## src/design/epd_pkg.sv

```systemverilog
// Package for the escaped packet deframer: framing byte values, result kind
// codes and the result item type. No dependencies.
`default_nettype none

package epd_pkg;

   // framing bytes seen on the serial line
   localparam logic [7:0] BYTE_START = 8'hAA;
   localparam logic [7:0] BYTE_END   = 8'hCC;
   localparam logic [7:0] BYTE_ESC   = 8'hBB;

   // codes that follow an escape byte
   localparam logic [7:0] CODE_START = 8'h55;
   localparam logic [7:0] CODE_ESC   = 8'h44;
   localparam logic [7:0] CODE_END   = 8'h33;

   typedef logic [2:0] kind_type;

   // result kinds
   localparam kind_type KIND_DROP    = 3'd0;
   localparam kind_type KIND_START   = 3'd1;
   localparam kind_type KIND_DATA    = 3'd2;
   localparam kind_type KIND_END     = 3'd3;
   localparam kind_type KIND_RESTART = 3'd4;
   localparam kind_type KIND_ESCAPE  = 3'd5;
   localparam kind_type KIND_BADESC  = 3'd6;

   // one result item
   typedef struct packed {
      kind_type   kind;
      logic [7:0] out_byte;
   } result_type;

endpackage

`default_nettype wire

```

## src/design/epd_if.sv

```systemverilog
// Valid/ready channel interfaces for the deframer: raw byte in, result out.
// Uses the kind type from epd_pkg.
`default_nettype none

interface epd_req_if;
   logic       valid;
   logic       ready;
   logic [7:0] rx_byte;

   modport source (output valid, output rx_byte, input ready);
   modport sink   (input valid, input rx_byte, output ready);
endinterface

interface epd_rsp_if;
   logic               valid;
   logic               ready;
   epd_pkg::kind_type  kind;
   logic [7:0]         out_byte;

   modport source (output valid, output kind, output out_byte, input ready);
   modport sink   (input valid, input kind, input out_byte, output ready);
endinterface

`default_nettype wire

```

## src/design/escaped_packet_deframer.sv

```systemverilog
// Top level of the escaped packet deframer: input register, framing decoder,
// result register. Uses epd_pkg, epd_req_if/epd_rsp_if and epd_decode.
//
// Each received byte gives exactly one result item (kind plus decoded byte).
// The block takes one byte per clock when the result side keeps up. An
// accepted byte passes through the input register and then the result
// register, fed by the one-level framing decoder, before it shows as a valid
// result. While a finished result waits, the empty input register can still
// take one byte. New bytes are refused only when both registers hold items and
// the result is not taken.
`default_nettype none

module escaped_packet_deframer (
   input  wire logic    clock,
   input  wire logic    reset,
   epd_req_if.sink      req_ch,
   epd_rsp_if.source    rsp_ch
);

   logic                 in_valid_ff;
   logic [7:0]           in_byte_ff;
   logic                 out_valid_ff;
   epd_pkg::result_type  out_result_ff;
   epd_pkg::result_type  dec_result;
   logic                 out_load;
   logic                 in_load;

   // pipeline advance
   assign out_load     = in_valid_ff && (!out_valid_ff || rsp_ch.ready);
   assign req_ch.ready = !in_valid_ff || out_load;
   assign in_load      = req_ch.valid && req_ch.ready;

   // input register
   always_ff @(posedge clock) begin
      if (reset) begin
         in_valid_ff <= 1'b0;
      end else if (req_ch.ready) begin
         in_valid_ff <= req_ch.valid;
      end
   end

   always_ff @(posedge clock) begin
      if (in_load) begin
         in_byte_ff <= req_ch.rx_byte;
      end
   end

   epd_decode u_decode (
      .clock   (clock),
      .reset   (reset),
      .advance (out_load),
      .rx_byte (in_byte_ff),
      .result  (dec_result)
   );

   // result register
   always_ff @(posedge clock) begin
      if (reset) begin
         out_valid_ff <= 1'b0;
      end else if (!out_valid_ff || rsp_ch.ready) begin
         out_valid_ff <= in_valid_ff;
      end
   end

   always_ff @(posedge clock) begin
      if (out_load) begin
         out_result_ff <= dec_result;
      end
   end

   assign rsp_ch.valid    = out_valid_ff;
   assign rsp_ch.kind     = out_result_ff.kind;
   assign rsp_ch.out_byte = out_result_ff.out_byte;

   // a held input item blocks new bytes only while the result side stalls
   a_in_block: assert property (@(posedge clock) disable iff (reset)
      (in_valid_ff && !out_load) |-> (!req_ch.ready && out_valid_ff && !rsp_ch.ready))
      else $error("input stalled without a result stall");

   // an accepted byte is always held in the input register in the next cycle
   a_item_kept: assert property (@(posedge clock) disable iff (reset)
      in_load |=> in_valid_ff)
      else $error("accepted item lost from input register");

   // kinds without a byte carry zero
   a_zero_byte: assert property (@(posedge clock) disable iff (reset)
      (out_valid_ff && (out_result_ff.kind == epd_pkg::KIND_DROP ||
                        out_result_ff.kind == epd_pkg::KIND_ESCAPE ||
                        out_result_ff.kind == epd_pkg::KIND_BADESC))
      |-> out_result_ff.out_byte == 8'h00)
      else $error("nonzero byte on a byteless result");

endmodule

`default_nettype wire

```

## src/design/epd_decode.sv

```systemverilog
// Framing decoder: holds the packet/escape flags and classifies one byte.
// The flags advance only when the caller moves the item on. Uses epd_pkg.
`default_nettype none

module epd_decode (
   input  wire logic                clock,
   input  wire logic                reset,
   input  wire logic                advance,
   input  wire logic [7:0]          rx_byte,
   output epd_pkg::result_type      result
);

   logic inside_packet_ff, inside_packet_in;
   logic escape_pending_ff, escape_pending_in;

   // classify the byte against the current framing state
   always_comb begin
      result.kind       = epd_pkg::KIND_DROP;
      result.out_byte   = 8'h00;
      inside_packet_in  = inside_packet_ff;
      escape_pending_in = escape_pending_ff;
      if (rx_byte == epd_pkg::BYTE_START) begin
         result.kind       = inside_packet_ff ? epd_pkg::KIND_RESTART : epd_pkg::KIND_START;
         result.out_byte   = epd_pkg::BYTE_START;
         inside_packet_in  = 1'b1;
         escape_pending_in = 1'b0;
      end else if (rx_byte == epd_pkg::BYTE_END && inside_packet_ff) begin
         // close also drops a pending escape
         result.kind       = epd_pkg::KIND_END;
         result.out_byte   = epd_pkg::BYTE_END;
         inside_packet_in  = 1'b0;
         escape_pending_in = 1'b0;
      end else if (inside_packet_ff && !escape_pending_ff) begin
         if (rx_byte == epd_pkg::BYTE_ESC) begin
            result.kind       = epd_pkg::KIND_ESCAPE;
            escape_pending_in = 1'b1;
         end else begin
            result.kind     = epd_pkg::KIND_DATA;
            result.out_byte = rx_byte;
         end
      end else if (inside_packet_ff) begin
         // byte after an escape
         escape_pending_in = 1'b0;
         case (rx_byte)
            epd_pkg::CODE_START: begin
               result.kind     = epd_pkg::KIND_DATA;
               result.out_byte = epd_pkg::BYTE_START;
            end
            epd_pkg::CODE_ESC: begin
               result.kind     = epd_pkg::KIND_DATA;
               result.out_byte = epd_pkg::BYTE_ESC;
            end
            epd_pkg::CODE_END: begin
               result.kind     = epd_pkg::KIND_DATA;
               result.out_byte = epd_pkg::BYTE_END;
            end
            default: begin
               result.kind = epd_pkg::KIND_BADESC;
            end
         endcase
      end
   end

   // framing state
   always_ff @(posedge clock) begin
      if (reset) begin
         inside_packet_ff  <= 1'b0;
         escape_pending_ff <= 1'b0;
      end else if (advance) begin
         inside_packet_ff  <= inside_packet_in;
         escape_pending_ff <= escape_pending_in;
      end
   end

   // an escape can only be pending inside a packet
   a_esc_in_packet: assert property (@(posedge clock) disable iff (reset)
      escape_pending_ff |-> inside_packet_ff)
      else $error("escape pending outside a packet");

   // an escape prefix leaves an escape pending
   a_esc_sets_pending: assert property (@(posedge clock) disable iff (reset)
      (advance && result.kind == epd_pkg::KIND_ESCAPE) |=> escape_pending_ff)
      else $error("escape prefix did not arm escape");

   // a packet end leaves the framer outside any packet
   a_end_closes: assert property (@(posedge clock) disable iff (reset)
      (advance && result.kind == epd_pkg::KIND_END) |=> !inside_packet_ff && !escape_pending_ff)
      else $error("packet end did not close the packet");

endmodule

`default_nettype wire

```

## src/flat_wrapper.sv

```systemverilog
// flat-port wrapper written by rule: the top's interface ports become plain ports
module escaped_packet_deframer_flat 
  (clock, reset, req_ch_valid, req_ch_rx_byte, req_ch_ready, rsp_ch_valid, rsp_ch_kind, rsp_ch_out_byte, rsp_ch_ready);
  epd_req_if req_ch_i ();
  epd_rsp_if rsp_ch_i ();
  input  wire logic clock;
  input  wire logic reset;
  input wire logic [$bits(req_ch_i.valid)-1:0] req_ch_valid;
  input wire logic [$bits(req_ch_i.rx_byte)-1:0] req_ch_rx_byte;
  output wire logic [$bits(req_ch_i.ready)-1:0] req_ch_ready;
  output wire logic [$bits(rsp_ch_i.valid)-1:0] rsp_ch_valid;
  output wire logic [$bits(rsp_ch_i.kind)-1:0] rsp_ch_kind;
  output wire logic [$bits(rsp_ch_i.out_byte)-1:0] rsp_ch_out_byte;
  input wire logic [$bits(rsp_ch_i.ready)-1:0] rsp_ch_ready;
  assign req_ch_i.valid = req_ch_valid;
  assign req_ch_i.rx_byte = req_ch_rx_byte;
  assign req_ch_ready = req_ch_i.ready;
  assign rsp_ch_valid = rsp_ch_i.valid;
  assign rsp_ch_kind = rsp_ch_i.kind;
  assign rsp_ch_out_byte = rsp_ch_i.out_byte;
  assign rsp_ch_i.ready = rsp_ch_ready;
  escaped_packet_deframer u_core (.clock(clock), .reset(reset), .req_ch(req_ch_i), .rsp_ch(rsp_ch_i));
endmodule
```

## config.mk

```make
export PLATFORM = sky130hd
export DESIGN_NAME = escaped_packet_deframer_flat
export DESIGN_NICKNAME = d
export VERILOG_FILES = /design/src/design/epd_pkg.sv /design/src/design/epd_if.sv /design/src/design/escaped_packet_deframer.sv /design/src/design/epd_decode.sv /design/src/flat_wrapper.sv
export SDC_FILE = /design/constraint.sdc
export NUM_CORES = 1
export LEC_CHECK = 0
export BUFFER_PORTS_ARGS = -buffer_cell sky130_fd_sc_hd__buf_2
export CAP_MARGIN = 20
export CORE_ASPECT_RATIO = 0.8
export CORE_MARGIN = 2
export CORE_UTILIZATION = 35
export CTS_CLUSTER_SIZE = 12
export DETAILED_ROUTE_END_ITERATION = 7
export PLACE_DENSITY = 0.56
export SETUP_SLACK_MARGIN = 0.1
export SLEW_MARGIN = 20
export SYNTH_ARGS = -nofsm -noshare
export SYNTH_HDL_FRONTEND = slang
export SYNTH_SLANG_ARGS = --single-unit
```

## constraint.sdc

```tcl
create_clock -name clock -period 2.22 [get_ports clock]
set_input_delay 0 -clock clock [delete_from_list [all_inputs] [get_ports clock]]
set_output_delay 0 -clock clock [all_outputs]
set_load 0.02 [all_outputs]
```

Word-level counts from Yosys, hierarchy flattened
Cells that the tools add are included.

Register bits: 23. Latch bits: 0. RAM bits: 0. Memory bits (read-only): 0. Bits of input ports: 12. Output and inout port bits: 13. Logic and storage cells: 46. Memories kept: 0.

Add/sub/neg operators: 0. $mul: 0. Divide/modulo/power cells: 0. Order comparisons: 0. Equality and inequality tests: 7. Shifts and indexed selects: 0. Multiplexer cells: 16. Bitwise operators: 0. Reduce and logical (&&, ||, !) cells: 15.

Operator list (number): two-way mux 11 bit (4); equality test 8 bit, second input constant (3); case mux 8 bit (3 select lines) (1); equality test 8 x 7 -> 1 bit, second input constant (2); two-way mux 3 bit (3); equality test 8 x 6 -> 1 bit, second input constant (1); two-way mux 8 bit (1); two-way mux 1 bit (7); logical AND 1 bit (4); != test 4 x 3 -> 1 bit, second input constant (1); nonzero test 4 bit (1); logical NOT 1 bit (3); AND reduction 3 bit (1); OR reduction 3 bit (1); logical OR 1 bit (2); AND reduction 2 bit (1); nonzero test 2 bit (1); OR reduction 2 bit (1).

Longest topological paths before layout
Gate-level depths: netlist (run 1).

Depth in word-level cells: 7. Depth in mapped cells: 4. Gate-level depth less buffers: 4.

By module
A second synthesis (run 1) with hierarchy kept.

Cells, all modules: 86. Area, all modules: 1082.3 um2.

By module, submodules not included: escaped_packet_deframer (times used 1, cells each 29, area each 674.4 um2, sequential area each 610.6 um2); epd_decode (times used 1, cells each 57, area each 407.9 um2, sequential area each 40.0 um2).

Worst setup path after synthesis (run 1)
Ideal clock, no wire load.

Kind: register to register. From: register u_core.out_valid_ff, in the netlist u_core.rsp_ch.valid. To: register u_core.u_decode.inside_packet_ff. Library setup time: 0.091 ns. Data arrival time: 1.588 ns. Data required time: 2.129 ns. Path slack: 0.541 ns. Cell stages (with the launch flop): 5. Buffers on the path: 0. Period minus slack after synthesis: 1.679 ns. Path through: dfxtp_1 -> nor2b_1 -> nor2b_1 -> a31oi_1 -> a311oi_1.

Word-level cells in the longest chain between the ends: 4.

Ends and longest elaborated chain: from (decl) (RTL line escaped_packet_deframer.sv:22) `logic out_valid_ff;`; from (signal assigned) (RTL line escaped_packet_deframer.sv:61) `out_valid_ff <= in_valid_ff;`; logical NOT 1 bit (RTL line escaped_packet_deframer.sv:29) `assign out_load = in_valid_ff && (!out_valid_ff || rsp_ch.ready);`; logical OR 1 bit (RTL line escaped_packet_deframer.sv:29); logical AND 1 bit (RTL line escaped_packet_deframer.sv:29); net u_core.out_load (RTL line escaped_packet_deframer.sv:25) `logic out_load;`; AND reduction 2 bit (no source line); to (signal assigned) (RTL line epd_decode.sv:70) `inside_packet_ff <= inside_packet_in;`; to (decl) (RTL line epd_decode.sv:13) `logic inside_packet_ff, inside_packet_in;`.

The timed path passes the listed nets, and every way through them passes these cells. A chain may end at the register's enable or synchronous reset.

==> results by group, run 1 <==
Run status
  • Outcome: finished clean

Cells and area
  • Ant diodes: 0
  • Share of cells above drive strength 1: 0.273
  • Seq. cell area: 651 um^2
  • Final nets: 134
  • Final core occ: 0.486
  • Multi-input logic area: 367 um^2
  • Non-Filler Instances: 159
  • Area Overhead vs Synth: 31.2%
  • # fillers: 254

STA
  • Setup violations, final: 0
  • RSZ-0062 raised after global routing: no
  • Setup TNS: 0 ps
  • Final period util: 0.751
  • Final hold viol count: 0
  • Clock Skew: 2.48 ps
  • Fmax: 600 MHz
  • Actual slew at the worst max-slew pin: 361 ps
  • Max transition margin: 0.756
  • Crit path time final: 1670 ps
  • Fin worst setup slack: 553 ps
  • Final slew viol count: 0

Global route
  • Largest net degree at the start of global routing: 16
  • Initial antenna violation count: 0
  • Vias in the first global route: 706
  • Total grt overflow: 0
  • First-pass GRT wire length: 3.13 mm
  • Global router's overall resource usage: 0.127

Critical path
  • CP endpoint kind: register
  • Critical Path RT: 2230 ps
  • Crit path kind: register to register
  • CP Launch Type: register
  • Critical-path maximum fanout: 5
  • R2R cell count: 4
  • Worst r2r src: u_core.in_byte_ff[5]
  • R2r endpoint: u_core.rsp_ch.kind[2]
  • Arr. time, crit path: 1670 ps
  • Register-to-register setup slack: 550 ps

Hold path
  • Hold path cells: 4
  • Min-Delay Path Class: primary input to register
  • Hold EP: u_core.rsp_ch.valid
  • HP Start: rsp_ch_ready

Place
  • Gpl congestion: 0.858
  • Placement Setup Slack: 559 ps
  • PortBufs: 24
  • Post-DP HPWL: 1.38 mm
  • DP Cell Count: 145

Logic synthesis
  • Mean post-synth cell area: 12.6 um^2
  • Yosys warning count: 0
  • Ys async rst share: 0
  • Yosys cell types: 31
  • Syn_nets: 94
  • Largest area contributor in the netlist: edfxtp_1
  • Seq/Total Area, Yosys: 0.630
  • FF+latch count, synth: 23
  • Most common cell in the synthesized netlist: edfxtp_1
  • Synth top area cells: edfxtp_1, dfxtp_1, and4bb_2
  • Top cells by count, synth: edfxtp_1, nand2_1, a21oi_1
  • Synth top area share: 0.553
  • Cell Area, Synth: 1030 um^2
  • Synth Instances: 82
  • Number of synthesized flops with an enable pin: 19
  • Top_reg_cell synth: edfxtp_1

Clocking
  • Clock Sinks: 23
  • TritonCTS clock tree: done
  • Clock root buffer: clkbuf_8
  • Htree depth: 1
  • Clk pin slew, worst setup/hold paths: 80 ps
  • Clock buffer depth: 2
  • Clk_lat worst skew: 260 ps
  • Post-CTS sizing: 0
  • CTS Buf Count: 3

Routing
  • Total wire length: 1.94 mm
  • 1st-pass router iterations: 4
  • Avg WL per Cell: 12.2 um
  • Antenna Nets Post-Route: 0
  • Vias: 792
  • Initial DRC Count: 33
  • Vias per Instance: 4.98
  • DRC: 0

Pwr
  • Max IR drop VDD: 0.340 mV
  • PwrDens: 616 nW/um^2
  • Leakage power: 0.504 nW

Floorplan
  • Die area: 3400 um^2
  • Cell Rows: 17
  • Die height: 52.6 um
  • Die width: 64.7 um
  • Core region area: 2790 um^2
  • I/O pin count: 25
  • Starting Density: 0.370

Job
  • Max cap viols: 0
==> flip-flops by register name (all words and copies together), names as in the netlist <==
name / count
u_core.u_decode.inside_packet_ff: 1
u_core.u_decode.escape_pending_ff: 1
u_core.in_valid_ff: 1
u_core.in_byte_ff: 8
u_core.rsp_ch.out_byte: 8
u_core.rsp_ch.kind: 3
u_core.rsp_ch.valid: 1
==> metrics by stage <==
| stage | cell area [um^2] | power [mW] | hold slack (ps) |
|---|---|---|---|
| floorplan | 1030 | 0.546 | 72.1 |
| global placement | 1210 | 0.574 | 176 |
| detailed placement | 1210 | 0.575 | 178 |
| CTS | 1350 | 0.842 | 37.6 |
| global route | 1350 | 0.870 | 88.9 |
| finish | 1350 | 0.833 | 50.5 |
==> per-layer routing <==
layer	GRT usage	routed length, um
met1	0.154	885
met2	0.208	909
met3	0.0452	123
met4	0.0532	17
met5	0	0
==> cell usage in the layout (no fill, tap or decap), types with 2 or more instances in the layout <==
master and n:
a21o_1 2, a31oi_1 3, a21oi_1 6, inv_1 4
nand2_1 7, nor2b_1 3, and4bb_2 3, dlygate4sd3_1 10
nand3_1 2, clkbuf_8 3, dfxtp_1 4, nor2_1 5
edfxtp_1 19, o21ai_0 5, buf_2 24
==> cell families after synthesis <==
family | share of synthesized area
DFF | 0.630
xor gates and xnor gates | 0.00849
AOI/OAI and AO/OA | 0.149
and+or+nand+nor | 0.198
buffers and inverters | 0.0145
==> cell type report <==
cell class / count / area share
clock buffers: 3 / 0.0305
clock inverters: 1 / 0.00370
inverters: 4 / 0.0111
multi-input cells: 55 / 0.271
flip-flops and latches: 23 / 0.481
well taps: 38 / 0.0351
repair buffers: 35 / 0.168
==> where the power goes <==
part           total (mW)  switching [mW]  internal (mW)
Combinational      0.0782          0.0399         0.0382
Sequential          0.500          0.0136          0.487
Clock               0.255           0.130          0.125
==> timing repair <==
item | in CTS | in global routing
setup endpoints to repair | 0 | 0
setup buffers | 0 | 0
hold endpoints to repair | 12 | 0
hold buffers | 10 | 0
==> worst max-delay path by stage <==
stage	from	to	slack, ps	cells after the start
2_1_floorplan	u_core.rsp_ch.valid	u_core.u_decode.inside_packet_ff	540	4
3_3_place_gp	u_core.in_byte_ff[2]	u_core.rsp_ch.out_byte[1]	590	4
3_5_place_dp	u_core.in_byte_ff[2]	u_core.rsp_ch.out_byte[1]	560	4
4_1_cts	u_core.in_byte_ff[2]	u_core.rsp_ch.out_byte[1]	560	4
5_1_grt	u_core.in_byte_ff[2]	u_core.rsp_ch.out_byte[1]	420	4
6_report	u_core.in_byte_ff[5]	u_core.rsp_ch.kind[2]	550	4
==> critical path, cell delays in order (launching register included) <==
cell,delay (ps)
edfxtp_1,470
nand4bb_1,280
o22a_1,230
o311ai_0,290
a31oi_1,140
No activity file was read; power rests on OpenSTA's default activity.
==> run 2: changes to the inputs <==
--- a/config.mk
+++ b/config.mk
@@ -5,6 +5,7 @@
 export SDC_FILE = /design/constraint.sdc
 export NUM_CORES = 1
 export LEC_CHECK = 0
+export ABC_AREA = 1
 export BUFFER_PORTS_ARGS = -buffer_cell sky130_fd_sc_hd__buf_2
 export CAP_MARGIN = 20
 export CORE_ASPECT_RATIO = 0.8
@@ -12,7 +13,7 @@
 export CORE_UTILIZATION = 35
 export CTS_CLUSTER_SIZE = 12
 export DETAILED_ROUTE_END_ITERATION = 7
-export PLACE_DENSITY = 0.56
+export PLACE_DENSITY = 0.58
 export SETUP_SLACK_MARGIN = 0.1
 export SLEW_MARGIN = 20
 export SYNTH_ARGS = -nofsm -noshare
==> constraint.sdc (replaced) <==
create_clock -name clock -period 1.5 [get_ports clock]
set_input_delay 0 -clock clock [delete_from_list [all_inputs] [get_ports clock]]
set_output_delay 0 -clock clock [all_outputs]
set_load 0.02 [all_outputs]
==> results by group, run 2 <==
Logic synthesis
  • Synth top area cells: edfxtp_1, nand2_1, dfxtp_1
  • Synth Instances: 112 (+37%)
  • Yosys warning count: 0 (unchanged)
  • Synth top area share: 0.512 (-0.0404)
  • Yosys cell types: 25 (-19%)
  • Seq/Total Area, Yosys: 0.584 (-0.0460)
  • FF+latch count, synth: 23 (unchanged)
  • Mean post-synth cell area: 9.94 um^2 (-21%)
  • Ys async rst share: 0 (unchanged)
  • Number of synthesized flops with an enable pin: 19 (unchanged)
  • Largest area contributor in the netlist: edfxtp_1
  • Cell Area, Synth: 1110 um^2 (+7.9%)
  • Top cells by count, synth: nand2_1, edfxtp_1, inv_1
  • Most common cell in the synthesized netlist: nand2_1
  • Syn_nets: 124 (+32%)
  • Top_reg_cell synth: edfxtp_1

STA
  • RSZ-0062 raised after global routing: yes
  • Final slew viol count: 0 (unchanged)
  • Actual slew at the worst max-slew pin: 289 ps (-71.4 ps)
  • Final period util: 0.961 (+0.210)
  • Clock Skew: 1.09 ps (-1.39 ps)
  • Fin worst setup slack: 58.9 ps (-494 ps)
  • Fmax: 694 MHz (+16%)
  • Setup TNS: 0 ps (unchanged)
  • Crit path time final: 1440 ps (-226 ps)
  • Setup violations, final: 0 (unchanged)
  • Final hold viol count: 0 (unchanged)
  • Max transition margin: 0.807 (+0.0512)
  • Worst hold slack: 16.2 ps (-34.3 ps)

Cells and area
  • Non-Filler Instances: 197 (+24%)
  • Multi-input logic area: 448 um^2 (+22%)
  • Share of cells above drive strength 1: 0.408 (+0.135)
  • Commonest non-fill, non-tap cell in the layout: buf_2
  • Ant diodes: 0 (unchanged)
  • Final nets: 170 (+27%)
  • Area Overhead vs Synth: 37.1%
  • # fillers: 298 (+17%)
  • Most frequent cells in the layout: buf_2, nand2_1, edfxtp_1, inv_1
  • Seq. cell area: 651 um^2 (unchanged)
  • Final instance area: 1530 um^2 (+13%)

Pwr
  • PwrDens: 808 nW/um^2 (+31%)
  • Leakage power: 0.660 nW (+31%)
  • Max IR drop VDD: 0.480 mV (+41%)

Global route
  • Met1 Use GR: 0.169 (+0.0154)
  • Vias in the first global route: 844 (+20%)
  • Global router's overall resource usage: 0.132 (+0.00444)
  • Met3 Use GR: 0.0370 (-0.00812)
  • Largest net degree at the start of global routing: 16 (unchanged)
  • M2 GR Usage: 0.238 (+0.0297)
  • First-pass GRT wire length: 3.64 mm (+16%)
  • Initial antenna violation count: 0 (unchanged)
  • Most Used Layer, Global Route: met2
  • Total grt overflow: 0 (unchanged)

Place
  • Gpl congestion: 0.912 (+6.3%)
  • Post-DP Area: 1300 um^2 (+7.9%)
  • Placement Setup Slack: 68.0 ps (-491 ps)
  • DP Cell Count: 178 (+23%)
  • Post-DP HPWL: 1.63 mm (+18%)
  • PortBufs: 24 (unchanged)

Critical path
  • Critical-path maximum fanout: 5 (unchanged)
  • CP endpoint kind: register
  • Critical Path RT: 1520 ps (-710 ps)
  • CP delay by family, top: simple AND/OR/NAND/NOR gates
  • Crit path kind: register to register
  • Slowest-stage cell, CP: edfxtp_1
  • CP Cell Sequence: inv_2 -> buf_4 -> nor3_2 -> nand2_1 -> nand3_2 -> o21bai_1 -> nand2_1 -> nand2_1
  • Register-to-register setup slack: 60 ps (-490 ps)
  • Arr. time, crit path: 1460 ps (-210 ps)
  • Most used cell, CP: nand2_1
  • Crit path buf inv count: 2 (+2)
  • Worst path max stage delay: 370 ps (-100 ps)
  • CP Launch Type: register

Clocking
  • CTS Buf Count: 3 (unchanged)
  • Clock Sinks: 23 (unchanged)
  • Clock buffer depth: 2 (unchanged)
  • Htree depth: 1 (unchanged)
  • Clk pin slew, worst setup/hold paths: 70 ps (about the same)
  • TritonCTS clock tree: done
  • Clk_lat worst skew: 250 ps (about the same)
  • Clock root buffer: clkbuf_8

Floorplan
  • I/O pin count: 25 (unchanged)
  • Cell Rows: 18 (+1)
  • Die area: 3650 um^2 (+7.3%)
  • Starting Density: 0.364 (-0.00689)
  • Core region area: 3060 um^2 (+9.9%)
  • Die width: 67.1 um (+3.6%)
  • Die height: 54.5 um (+3.6%)

Routing
  • Vias per Instance: 4.62 (-7.2%)
  • Initial DRC Count: 66 (+100%)
  • Vias: 911 (+15%)
  • 1st-pass router iterations: 4 (unchanged)
  • Total wire length: 2.30 mm (+19%)
  • DRC: 0 (unchanged)
  • Antenna Nets Post-Route: 0 (unchanged)
  • Avg WL per Cell: 11.6 um (-4.3%)

Run status
  • Outcome: finished clean

Job
  • Max cap viols: 0 (unchanged)

Hold path
  • Min-Delay Path Class: primary input to register
[run 2: area by class of cell]
cell class / instances / area share
flip-flops and latches: 23 / 0.426
clock buffers: 4 / 0.0295
inverters: 16 / 0.0410
multi-input cells: 73 / 0.293
well taps: 40 / 0.0328
repair buffers: 41 / 0.177
[run 2: logic make-up after synthesis]
| kind of cell | Yosys count | synth area share |
|---|---|---|
| simple gates | 57 | 0.275 |
| flops | 23 | 0.584 |
| compound gates | 16 | 0.0843 |
| buf+inv | 16 | 0.0562 |
[run 2: final timing paths]
| check | start | end | cells after the start |
|---|---|---|---|
| max | u_core.in_byte_ff[2] | u_core.rsp_ch.kind[2] | 8 |
| min | req_ch_valid | u_core.in_valid_ff | 3 |
| min reg2reg | u_core.in_valid_ff | u_core.rsp_ch.valid | 2 |
| max reg2reg | u_core.in_byte_ff[2] | u_core.rsp_ch.kind[2] | 8 |
[run 2: timing repair]
action / in CTS / in global routing
pin swaps: 2 / 9
setup endpoints to repair: 3 / 9
hold buffers: 9 / 0
hold endpoints to repair: 11 / 0
gates resized for setup: 3 / 10
setup buffers: 0 / 6
[run 2: layer usage]
metal	share of wire	vias to the layer above	wire (um)
li1	-	470	-
met5	0	-	0
met1	0.46	398	1070
met4	0	0	0
met2	0.47	43	1090
met3	0.061	0	141
[run 2: tightest hold or removal path, cell delays in order]
cell	delay [ps]
buf_2	100
nand2_1	70
a21oi_1	60
[run 2: report_power, final]
group / internal, mW / switching (mW)
logic: 0.0560 / 0.0710
registers: 0.718 / 0.0213
clock network: 0.189 / 0.179
total: 0.963 / 0.271
[run 2: through the flow]
stage               utilization  total power, mW
floorplan                     -            0.808
global placement          0.425            0.848
detailed placement        0.425            0.848
CTS                       0.472             1.24
global route              0.498             1.28
finish                    0.498             1.23
